===== src/hw/rtl/ecm_pkg.sv =====
package ecm_pkg;

   localparam logic [1:0] CMD_TRACE = 2'd0;
   localparam logic [1:0] CMD_START = 2'd1;
   localparam logic [1:0] CMD_READ  = 2'd2;

   localparam logic [31:0] MIX_MUL_A = 32'h7feb352d;
   localparam logic [31:0] MIX_MUL_B = 32'h846ca68b;
   localparam int MIX_SHIFT_A = 16;
   localparam int MIX_SHIFT_B = 15;

   localparam int QUEUE_DEPTH    = 4;
   localparam int QUEUE_PTR_BITS = $clog2(QUEUE_DEPTH);
   localparam int QUEUE_CNT_BITS = $clog2(QUEUE_DEPTH + 1);

   typedef struct packed {
      logic [1:0]  cmd;
      logic [31:0] location;
      logic [15:0] read_index;
   } ecm_item_type;

   typedef struct packed {
      logic         empty;
      ecm_item_type head;
   } ecm_queue_stat_type;

endpackage


===== src/hw/rtl/ecm_queue.sv =====
module ecm_queue (
   input  logic                       clock,
   input  logic                       reset,
   input  logic                       q_push,
   input  ecm_pkg::ecm_item_type      q_item,
   output logic                       q_full,
   input  logic                       q_pop,
   output ecm_pkg::ecm_queue_stat_type q_stat
);
   import ecm_pkg::*;

   ecm_item_type              slot_ff [QUEUE_DEPTH];
   logic [QUEUE_PTR_BITS-1:0] wr_ptr_ff, wr_ptr_in;
   logic [QUEUE_PTR_BITS-1:0] rd_ptr_ff, rd_ptr_in;
   logic [QUEUE_CNT_BITS-1:0] count_ff, count_in;
   logic                      do_push;
   logic                      do_pop;

   assign q_full  = count_ff == QUEUE_CNT_BITS'(QUEUE_DEPTH);
   assign do_push = q_push && !q_full;
   assign do_pop  = q_pop && (count_ff != '0);

   assign wr_ptr_in = do_push ? wr_ptr_ff + 1'b1 : wr_ptr_ff;
   assign rd_ptr_in = do_pop ? rd_ptr_ff + 1'b1 : rd_ptr_ff;

   always_comb begin
      count_in = count_ff;
      if (do_push && !do_pop) begin
         count_in = count_ff + 1'b1;
      end else if (do_pop && !do_push) begin
         count_in = count_ff - 1'b1;
      end
   end

   always_ff @(posedge clock) begin
      if (reset) begin
         wr_ptr_ff <= '0;
         rd_ptr_ff <= '0;
         count_ff  <= '0;
      end else begin
         wr_ptr_ff <= wr_ptr_in;
         rd_ptr_ff <= rd_ptr_in;
         count_ff  <= count_in;
      end
   end

   always_ff @(posedge clock) begin
      if (do_push) begin
         slot_ff[wr_ptr_ff] <= q_item;
      end
   end

   assign q_stat.empty = count_ff == '0;
   assign q_stat.head  = slot_ff[rd_ptr_ff];

endmodule


===== config.mk =====
export PLATFORM = sky130hd
export DESIGN_NAME = ecm_queue
export DESIGN_NICKNAME = d
export VERILOG_FILES = /design/src/hw/rtl/ecm_pkg.sv /design/src/hw/rtl/ecm_queue.sv
export SDC_FILE = /design/constraint.sdc
export NUM_CORES = 1
export LEC_CHECK = 0
export BUFFER_PORTS_ARGS = -buffer_cell sky130_fd_sc_hd__buf_2
export CAP_MARGIN = 15
export CORE_UTILIZATION = 38
export CTS_CLUSTER_DIAMETER = 80
export DETAILED_ROUTE_END_ITERATION = 8
export PLACE_DENSITY_LB_ADDON = 0.12
export SLEW_MARGIN = 15
export SYNTH_ARGS = -nofsm -noshare
export SYNTH_HDL_FRONTEND = slang
export SYNTH_SLANG_ARGS = --single-unit

===== constraint.sdc =====
create_clock -name clock -period 2.6 [get_ports clock]
set_input_delay 0.26 -clock clock [delete_from_list [all_inputs] [get_ports clock]]
set_output_delay 0.26 -clock clock [all_outputs]
set_load 0.05 [all_outputs]

==> summary.txt <==
Cells and area
  • Antenna fix cells: 0
  • Multi-input gate area in the final layout: 1400 um^2
  • Commonest non-fill, non-tap cells in the layout: edfxtp_1 (200), buf_2 (105), mux4_2 (50), dlygate4sd3_1 (50), clkbuf_16 (23)
  • Syn-to-layout area delta: 26.79%
  • Fill count: 1622
  • Non-filler cells, final: 768
  • Final Util: 49.77%
  • Sequential cell area: 6191 um^2
  • Layout cells sized above 1: 40.95%
  • Final-stage net count: 547
  • Most common cell after layout, fill and taps aside: edfxtp_1

Critical path
  • Max incr delay on CP: 0.58 ns
  • Buf/Inv on CP: 2
  • Worst setup EP type: primary output
  • Setup crit start kind: flop
  • WS Path Type: reg2out
  • CP arrival: 2.15 ns
  • Cell Chain, Critical Path: buf_12 > mux4_2 > buf_2
  • CP required: 2.34 ns
  • Delay-heaviest family, CP: flip-flops
  • Slowest cell on crit path: dfxtp_4
  • Worst Path Max Fanout: 22

Floorplanning
  • Die width: 144.7 um
  • DIE HEIGHT: 144.7 um
  • Initial Utilization: 39.25%
  • Top-level I/O count: 106
  • Core Footprint: 19720 um^2
  • Die area: 20940 um^2
  • Rows: 51

Timing
  • Max Fclk: 0.4142 GHz
  • Slew @ Worst Pin: 0.5137 ns
  • Hold violation count in the final report: 0
  • Final setup TNS: 0 ns
  • Max-slew violations: 0
  • Worst Skew: 0.01269 ns
  • # setup viols final: 0
  • RSZ-0062 raised after global routing: false
  • Slew HR: 65.32%
  • Fin crit share: 92.86%
  • Final min period: 2.414 ns

Global route
  • Vias in the first global route: 4008
  • Largest net degree at the start of global routing: 46
  • Gr ovfl total: 0
  • GRT Overall Usage: 14.37%
  • Global-route wire length before repair: 22240 um
  • Initial antenna violation count: 0

Yosys
  • Synthesis-stage register bit count: 209
  • Post-Synth Simple-Gate Area: 1.164%
  • Synth Warn #: 0
  • Sequential share of the synthesized area: 79.92%
  • Ys async rst share: 0%
  • XOR/XNOR Fraction of Synth Area: 0.4526%
  • Post-Synthesis Cells: 310
  • Number of synthesized flops with an enable pin: 200
  • Mux cell area share after synthesis: 14.81%
  • Syn_area_per_cell: 24.97 um^2
  • Top FF cell, synth: edfxtp_1
  • Post-synthesis adder-cell area fraction: 1.067%
  • Net count after synthesis: 370
  • Mapped Area: 7740 um^2
  • Main combinational cell family by area after synthesis: multiplexers
  • Distinct cells, synth: 23
  • Compound-Gate Fraction of Synth Area: 0.5335%

Job
  • Total of max-cap violations: 0

Clock network
  • CTS buffer count: 23
  • CTS tree: yes
  • Setup bufs post-CTS: 0
  • Clock transition at the registers of the reported paths: 0.06 ns
  • H-Tree Depth: 1
  • Worst-skew pair later-pin latency: 0.49 ns
  • Clk root buf: clkbuf_16
  • Clock Path Buffers: 3
  • Clk sinks: 209

Worst hold path
  • HP Class: in2reg

Route
  • DRC: 0
  • Post-DRT Antenna Nets: 0
  • Final wirelength: 14350 um
  • Pre-antenna DRT Iters: 4
  • Routed WL per cell: 18.69 um
  • Drt first-iter violations: 122
  • Routed vias: 3667
  • Vias per cell: 4.775

Power
  • Maximum VDD drop: 0.4633 mV
  • Net switching power figure: 3.532 mW
  • P_leak: 3.349 nW
  • Sequential power share: 40.5%
  • Total internal power: 6.930 mW
  • Logic gate share of total power: 30.6%
  • Sw Share: 33.76%
  • Clock share of power: 28.9%
  • PD cells: 1066 nW/um^2

Placed design
  • IO buf count: 105
  • Placer Congestion: 0.6688
  • Placed cells: 677
  • HPWL Detailed: 8332 um

Outcome
  • Status: finished clean
==> path summary, 6_finish.rpt <==
kind / start / slack [ns] / endpoint / depth (start not counted)
max: flop / 0.19 / q_stat[33] / 3
min: reset / 0.04 / wr_ptr_ff[0]$_SDFFE_PP0P_ / 2
max reg2reg: count_ff[0]$_SDFFE_PP0P_ / 0.35 / count_ff[2]$_SDFFE_PP0P_ / 8
min reg2reg: rd_ptr_ff[1]$_SDFFE_PP0P_ / 0.53 / flop / 2
==> power by group through the flow <==
stage / Clock (mW) / Sequential (mW) / Combinational [mW]
floorplan: 0 / 4.20 / 2.66
global placement: 0 / 4.30 / 3.19
detailed placement: 0 / 4.32 / 3.20
CTS: 3.11 / 4.25 / 3.27
global route: 3.25 / 4.29 / 3.40
finish: 3.02 / 4.24 / 3.20
==> routing by layer <==
metal | track usage, % | share of wire [%] | vias to the layer above
met5 | 0 | 0 | -
met4 | 4.155 | 1.8 | 0
met3 | 3.060 | 5.0 | 21
met2 | 24.32 | 50 | 86
met1 | 18.70 | 43 | 1891
li1 | - | - | 1669
==> final cells by class <==
cell class | count | area share, %
timing repair buffer | 165 | 11.86
sequential | 209 | 63.09
inverter | 4 | 0.1530
multi-input combinational | 84 | 14.27
tap | 265 | 3.379
clock buffer | 25 | 5.942
clock inverter | 16 | 1.313
==> worst reg2reg max path: cells and delay by family (launching register included) <==
family          cells  cell delay (ns)
compound gates      1             0.14
xor+xnor            1             0.16
fa+ha+maj           2             0.62
buf+inv             1             0.06
flops               1             0.48
simple gates        3             0.72
==> cells in the mapped netlist, types with 2 or more instances <==
cell | instances | area [um^2]
edfxtp_1 | 200 | 6006
mux4_2 | 50 | 1126
dfxtp_1 | 9 | 180.2
nor2_1 | 6 | 22.52
buf_12 | 5 | 100.1
buf_2 | 5 | 25.02
ha_1 | 5 | 62.56
and2_1 | 4 | 25.02
inv_1 | 4 | 15.01
xor2_1 | 4 | 35.03
a21oi_1 | 2 | 10.01
mux2i_1 | 2 | 20.02
nand2b_1 | 2 | 12.51
o21ai_0 | 2 | 10.01
or3_1 | 2 | 12.51
==> sequential cells by signal, indices dropped and copies added (netlist names), named ones only <==
signal and count:
count_ff 3, rd_ptr_ff 2, slot_ff 200, wr_ptr_ff 2
==> cell families (layout without fill, tap and decap cells) <==
logic type,after synthesis,count (layout)
flops,209,209
mux,52,52
buf+inv,17,210
simple gates,16,16
fa+ha+maj,6,6
compound gates,6,6
xor+xnor,4,4
==> per-stage QoR <==
stage	hold WS [ns]	total power [mW]	setup slack, ns	instance area, um^2
6_report	0.04204	10.46	0.1855	9813
5_1_grt	0.04257	10.93	0.04704	9813
4_1_cts	0.02866	10.62	0.1161	9813
3_5_place_dp	0.4768	7.522	0.3466	8601
3_3_place_gp	0.4713	7.492	0.4289	8601
2_1_floorplan	0.3589	6.864	0.02150	7740
==> repair_timing <==
action | 4_1_cts | 5_1_grt
hold buffers | 50 | 0
hold endpoints to repair | 200 | 0
gates resized for setup | 0 | 0
(Power assumes the default switching activity.)
