File: config.mk
export PLATFORM = sky130hd
export DESIGN_NAME = ecm_front
export DESIGN_NICKNAME = d
export VERILOG_FILES = /design/src/hw/rtl/ecm_pkg.sv /design/src/hw/rtl/ecm_front.sv
export SDC_FILE = /design/constraint.sdc
export NUM_CORES = 1
export LEC_CHECK = 0
export BUFFER_PORTS_ARGS = -buffer_cell sky130_fd_sc_hd__buf_2
export CAP_MARGIN = 10
export CORE_ASPECT_RATIO = 0.8
export CORE_MARGIN = 1
export CORE_UTILIZATION = 30
export DETAILED_ROUTE_END_ITERATION = 16
export GPL_ROUTABILITY_DRIVEN = 0
export GPL_TIMING_DRIVEN = 0
export PLACE_DENSITY = 0.45
export RECOVER_POWER = 25
export SLEW_MARGIN = 20
export SYNTH_ARGS = -nofsm -noshare
export SYNTH_HDL_FRONTEND = slang
export SYNTH_SLANG_ARGS = --single-unit
File: constraint.sdc
create_clock -name clock -period 12.9 [get_ports clock]
set_input_delay 1.935 -clock clock [delete_from_list [all_inputs] [get_ports clock]]
set_output_delay 1.935 -clock clock [all_outputs]
set_load 0.1 [all_outputs]
File: src/hw/rtl/ecm_pkg.sv
package ecm_pkg;

   localparam logic [1:0] CMD_TRACE = 2'd0;
   localparam logic [1:0] CMD_START = 2'd1;
   localparam logic [1:0] CMD_READ  = 2'd2;

   localparam logic [31:0] MIX_MUL_A = 32'h7feb352d;
   localparam logic [31:0] MIX_MUL_B = 32'h846ca68b;
   localparam int MIX_SHIFT_A = 16;
   localparam int MIX_SHIFT_B = 15;

   localparam int QUEUE_DEPTH    = 4;
   localparam int QUEUE_PTR_BITS = $clog2(QUEUE_DEPTH);
   localparam int QUEUE_CNT_BITS = $clog2(QUEUE_DEPTH + 1);

   typedef struct packed {
      logic [1:0]  cmd;
      logic [31:0] location;
      logic [15:0] read_index;
   } ecm_item_type;

   typedef struct packed {
      logic         empty;
      ecm_item_type head;
   } ecm_queue_stat_type;

endpackage

File: src/hw/rtl/ecm_front.sv
module ecm_front (
   input  logic                 clock,
   input  logic                 reset,
   input  logic                 push,
   output logic                 full,
   input  logic [1:0]           req_cmd,
   input  logic [31:0]          req_frame_hash,
   input  logic [31:0]          req_opcode_index,
   input  logic                 req_exc_flag,
   input  logic [15:0]          req_read_index,
   input  logic                 clearing,
   input  logic                 q_full,
   output logic                 q_push,
   output ecm_pkg::ecm_item_type q_item
);
   import ecm_pkg::*;

   logic        s1_valid_ff, s1_valid_in;
   logic        s2_valid_ff, s2_valid_in;
   logic [1:0]  s1_cmd_ff, s2_cmd_ff;
   logic [31:0] s1_hash_ff, s2_hash_ff;
   logic [15:0] s1_ridx_ff, s2_ridx_ff;
   logic [31:0] s1_mix_ff, s1_mix_in;
   logic [31:0] s2_mix_ff, s2_mix_in;
   logic [31:0] seed;
   logic [31:0] fold_a;
   logic [31:0] fold_b;
   logic        advance;
   logic        accept;

   assign advance = !s2_valid_ff || !q_full;
   assign full    = clearing || !advance;
   assign accept  = push && !full;

   assign seed      = req_opcode_index ^ {31'd0, req_exc_flag};
   assign fold_a    = seed ^ (seed >> MIX_SHIFT_A);
   assign s1_mix_in = fold_a * MIX_MUL_A;
   assign fold_b    = s1_mix_ff ^ (s1_mix_ff >> MIX_SHIFT_B);
   assign s2_mix_in = fold_b * MIX_MUL_B;

   assign s1_valid_in = advance ? accept : s1_valid_ff;
   assign s2_valid_in = advance ? s1_valid_ff : s2_valid_ff;

   always_ff @(posedge clock) begin
      if (reset) begin
         s1_valid_ff <= 1'b0;
         s2_valid_ff <= 1'b0;
      end else begin
         s1_valid_ff <= s1_valid_in;
         s2_valid_ff <= s2_valid_in;
      end
   end

   always_ff @(posedge clock) begin
      if (advance) begin
         s1_cmd_ff  <= req_cmd;
         s1_hash_ff <= req_frame_hash;
         s1_ridx_ff <= req_read_index;
         s1_mix_ff  <= s1_mix_in;
         s2_cmd_ff  <= s1_cmd_ff;
         s2_hash_ff <= s1_hash_ff;
         s2_ridx_ff <= s1_ridx_ff;
         s2_mix_ff  <= s2_mix_in;
      end
   end

   assign q_push              = s2_valid_ff && !q_full;
   assign q_item.cmd          = s2_cmd_ff;
   assign q_item.location     = s2_hash_ff ^ s2_mix_ff ^ (s2_mix_ff >> MIX_SHIFT_A);
   assign q_item.read_index   = s2_ridx_ff;

endmodule

==> impl_metrics.csv <==
group,metric,value,unit
routing,drc,0,
run_status,outcome,"completed",
floorplan,core_area,73830,um^2
worst_hold_path,min-delay-path-class,"reg -> reg",
setup_path,cp_max_fo,8,
floorplan,initial_utilization,30.33,%
routing,detail_route.iter0.violations,604,
yosys,ys_dominant_reg_cell,"edfxtp_1",
yosys,post_syn_area,22390,um^2
global_route,globalRoute.totalOverflow,0,
clock_tree,clockBufferDepth,2,
setup_path,worstSetupPathType,"in -> reg",
sta,rsz_0062_raised_after_global_routing,"no",
yosys,post_synth_main_area_contributors,"fa_1, edfxtp_1, ha_1",
yosys,distinct_cell_type_count_of_the_synthesized_netlist,60,
floorplan,design.die.area,75730,um^2
setup_path,end_kind,"flop",
yosys,postSynthCellCount,1953,
routing,drtAntennaViolNets,0,
cells_and_area,antennaDiodeCount,0,
sta,fmax,105.2,MHz
flow_run,drv.max_cap_violation_count,0,
sta,timing.setup.tns,0,ns
yosys,yosysSeqAreaShare,22.18,%
setup_path,worst_setup_start_kind,"input pin",
setup_path,critPathArrivalTime,9.70,ns
floorplan,die-height,246.3,um
clock_tree,cts_sinks,166,
routing,drt-vias-per-instance,4.298,
global_route,grtUsageTotal,15.76,%
cells_and_area,layout.nets,2932,
routing,drt-pass1-iter-count,5,
clock_tree,cts.htree.levels,4,
yosys,ys_seq_elements,166,
cells_and_area,area_growth,12.53,%
floorplan,number_of_placed_i_o_pins,140,
sta,period_minus_slack,9.506,ns
clock_tree,ctsRootBufferMaster,"clkbuf_16",
clock_tree,cts_repair_resize_count,0,
routing,drt-wirelength-per-cell,18.12,um
yosys,synth_top_area_share,31.74,%
global_route,grt_pass1_wl,89040,um
yosys,synth.largest_area_cell,"fa_1",
placed_design,io_buffer_count,139,
sta,report.final.slew_viol_count,0,
sta,post-route-period-util,73.69,%
sta,fin_clk_skew,0.01895,ns
yosys,ys_async_sr_fraction,0,%
floorplan,placement_rows,89,
routing,drt_wl_total,56700,um
global_route,grt_start_max_net_pins,58,
yosys,syn_nets,2770,
clock_tree,cts_tree,"built",
floorplan,die_width,307.4,um
clock_tree,cts.hold.buffers_added,0,
yosys,ys_warn_count,0,
yosys,count_of_flip_flops_with_a_built_in_enable_after_synthesis,164,
sta,setup_viol,0,
yosys,synthesis.area_per_instance,11.46,um^2
placed_design,dp.final_hpwl,48580,um
cells_and_area,drive_above_1_share,9.821,%
clock_tree,clk_pin_slew,0.08,ns
setup_path,cp.required,13.10,ns
routing,vias,13450,
clock_tree,tritoncts.num_buffers,17,
clock_tree,postCtsSetupRepairBufs,0,
global_route,first_global_vias,14960,
clock_tree,clk_latency,0.46,ns
global_route,antenna_found_initial,0,
sta,timing.max_slew.rel_slack,19.57,%
sta,timing_worst_slew_pin_value,1.202,ns
sta,hold_viol_final,0,
## final timing paths
path / startpoint / end / slack, ns / depth (start not counted)
hold reg to reg: s1_hash_ff[13] / s2_hash_ff[13] / 0.42 / 0
setup reg to reg: s1_mix_ff[23] / s2_mix_ff[31] / 4.28 / 23
setup / recovery: req_opcode_index[20] / s1_mix_ff[28] / 3.39 / 26
hold / removal: s1_hash_ff[13] / s2_hash_ff[13] / 0.42 / 0
## registers in the layout, indices dropped and copies added, names as in the netlist
name	flops
s1_cmd_ff	2
s1_mix_ff	32
s1_valid_ff	1
s2_cmd_ff	2
s1_ridx_ff	16
s2_mix_ff	32
s2_hash_ff	32
s2_valid_ff	1
s2_ridx_ff	16
s1_hash_ff	32
## synthesized netlist by cell type (2+ instances only)
master       n
inv_1      572
ha_1       374
fa_1       355
edfxtp_1   164
xnor2_1    148
xor2_1      71
a21oi_1     43
nor2_1      43
nand2_1     27
a21o_1      18
o21ai_1     14
nand3_1     13
o21ai_0     10
o21bai_1     9
nor3_1       8
o21a_1       7
a211oi_1     6
and2_1       6
o211ai_1     6
nand2b_1     4
nand4_1      4
nor2b_1      4
a2111oi_0    2
a31o_2       2
a31oi_1      2
and2_4       2
dfxtp_1      2
inv_2        2
nand3b_1     2
o41a_1       2
or2_1        2
## layer usage
metal,global-route usage [%],vias to the layer above,share of wire (%),wire [um]
met4,2.092,0,0.58,330
met1,24.77,6843,54,30480
met2,22.81,188,42,23600
li1,-,6405,-,-
met5,0,-,0,0
met3,2.598,14,4.0,2287
## cell families after synthesis
kind of cell | count (synthesis) | share of synthesized area, %
DFF | 166 | 22.18
AOI/OAI and AO/OA | 137 | 4.091
buffers and inverters | 575 | 9.640
xor gates and xnor gates | 220 | 8.668
adders and majority gates | 729 | 52.64
and+or+nand+nor | 126 | 2.783
## layout make-up
class / instances / area, um^2
Fill cell: 7464 / 48640
Multi-Input combinational cell: 1212 / 15390
Sequential cell: 166 / 4965
Inverter: 574 / 2155
Tap cell: 1001 / 1252
Timing Repair Buffer: 143 / 782.0
Clock buffer: 17 / 425.4
Clock inverter: 15 / 217.7
Buffer: 1 / 3.754
## worst max-delay path, cell delays in order
cell	delay, ns
buf_2	0.31
xor2_1	0.82
ha_1	0.38
inv_1	0.14
fa_1	0.19
inv_1	0.04
ha_1	0.33
inv_1	0.07
fa_1	0.47
inv_1	0.05
fa_1	0.50
inv_1	0.06
fa_1	0.57
inv_1	0.06
fa_1	0.50
fa_1	0.42
ha_1	0.38
a21o_1	0.22
a31oi_1	0.23
nor4b_1	0.31
nand3_1	0.25
nand2_1	0.20
o21ai_1	0.14
a221oi_1	0.68
nor4bb_1	0.14
a211o_1	0.29
## layout by cell type, fill, tap and decap left out, types with 3 or more instances in the layout
cell	count
a211oi_1	6
a21o_1	18
a21oi_1	43
and2_1	6
buf_2	139
clkbuf_16	17
clkinv_8	7
edfxtp_1	164
fa_1	355
ha_1	374
inv_1	572
inv_12	3
inv_6	3
nand2_1	26
nand2b_1	4
nand3_1	13
nand4_1	4
nor2_1	43
nor2b_1	4
nor3_1	8
o211ai_1	6
o21a_1	7
o21ai_0	10
o21ai_1	14
o21bai_1	9
xnor2_1	146
xor2_1	57
xor2_2	14
## metrics by stage
stage | instance area (um^2) | instances | utilization, % | hold slack, ns | setup WS [ns]
CTS | 25180 | 3129 | 34.10 | 0.4156 | 3.263
floorplan | 22390 | 1953 | - | 0.4003 | 3.653
finish | 25190 | 3129 | 34.12 | 0.4161 | 3.394
global placement | 24340 | 3093 | 32.96 | 0.4002 | 2.482
global route | 25190 | 3129 | 34.12 | 0.4297 | 3.026
detailed placement | 24540 | 3097 | 33.23 | 0.4045 | 2.810
Power is not shown: default switching activity piles up to over one toggle a cycle in this logic, so the estimate is an artifact.
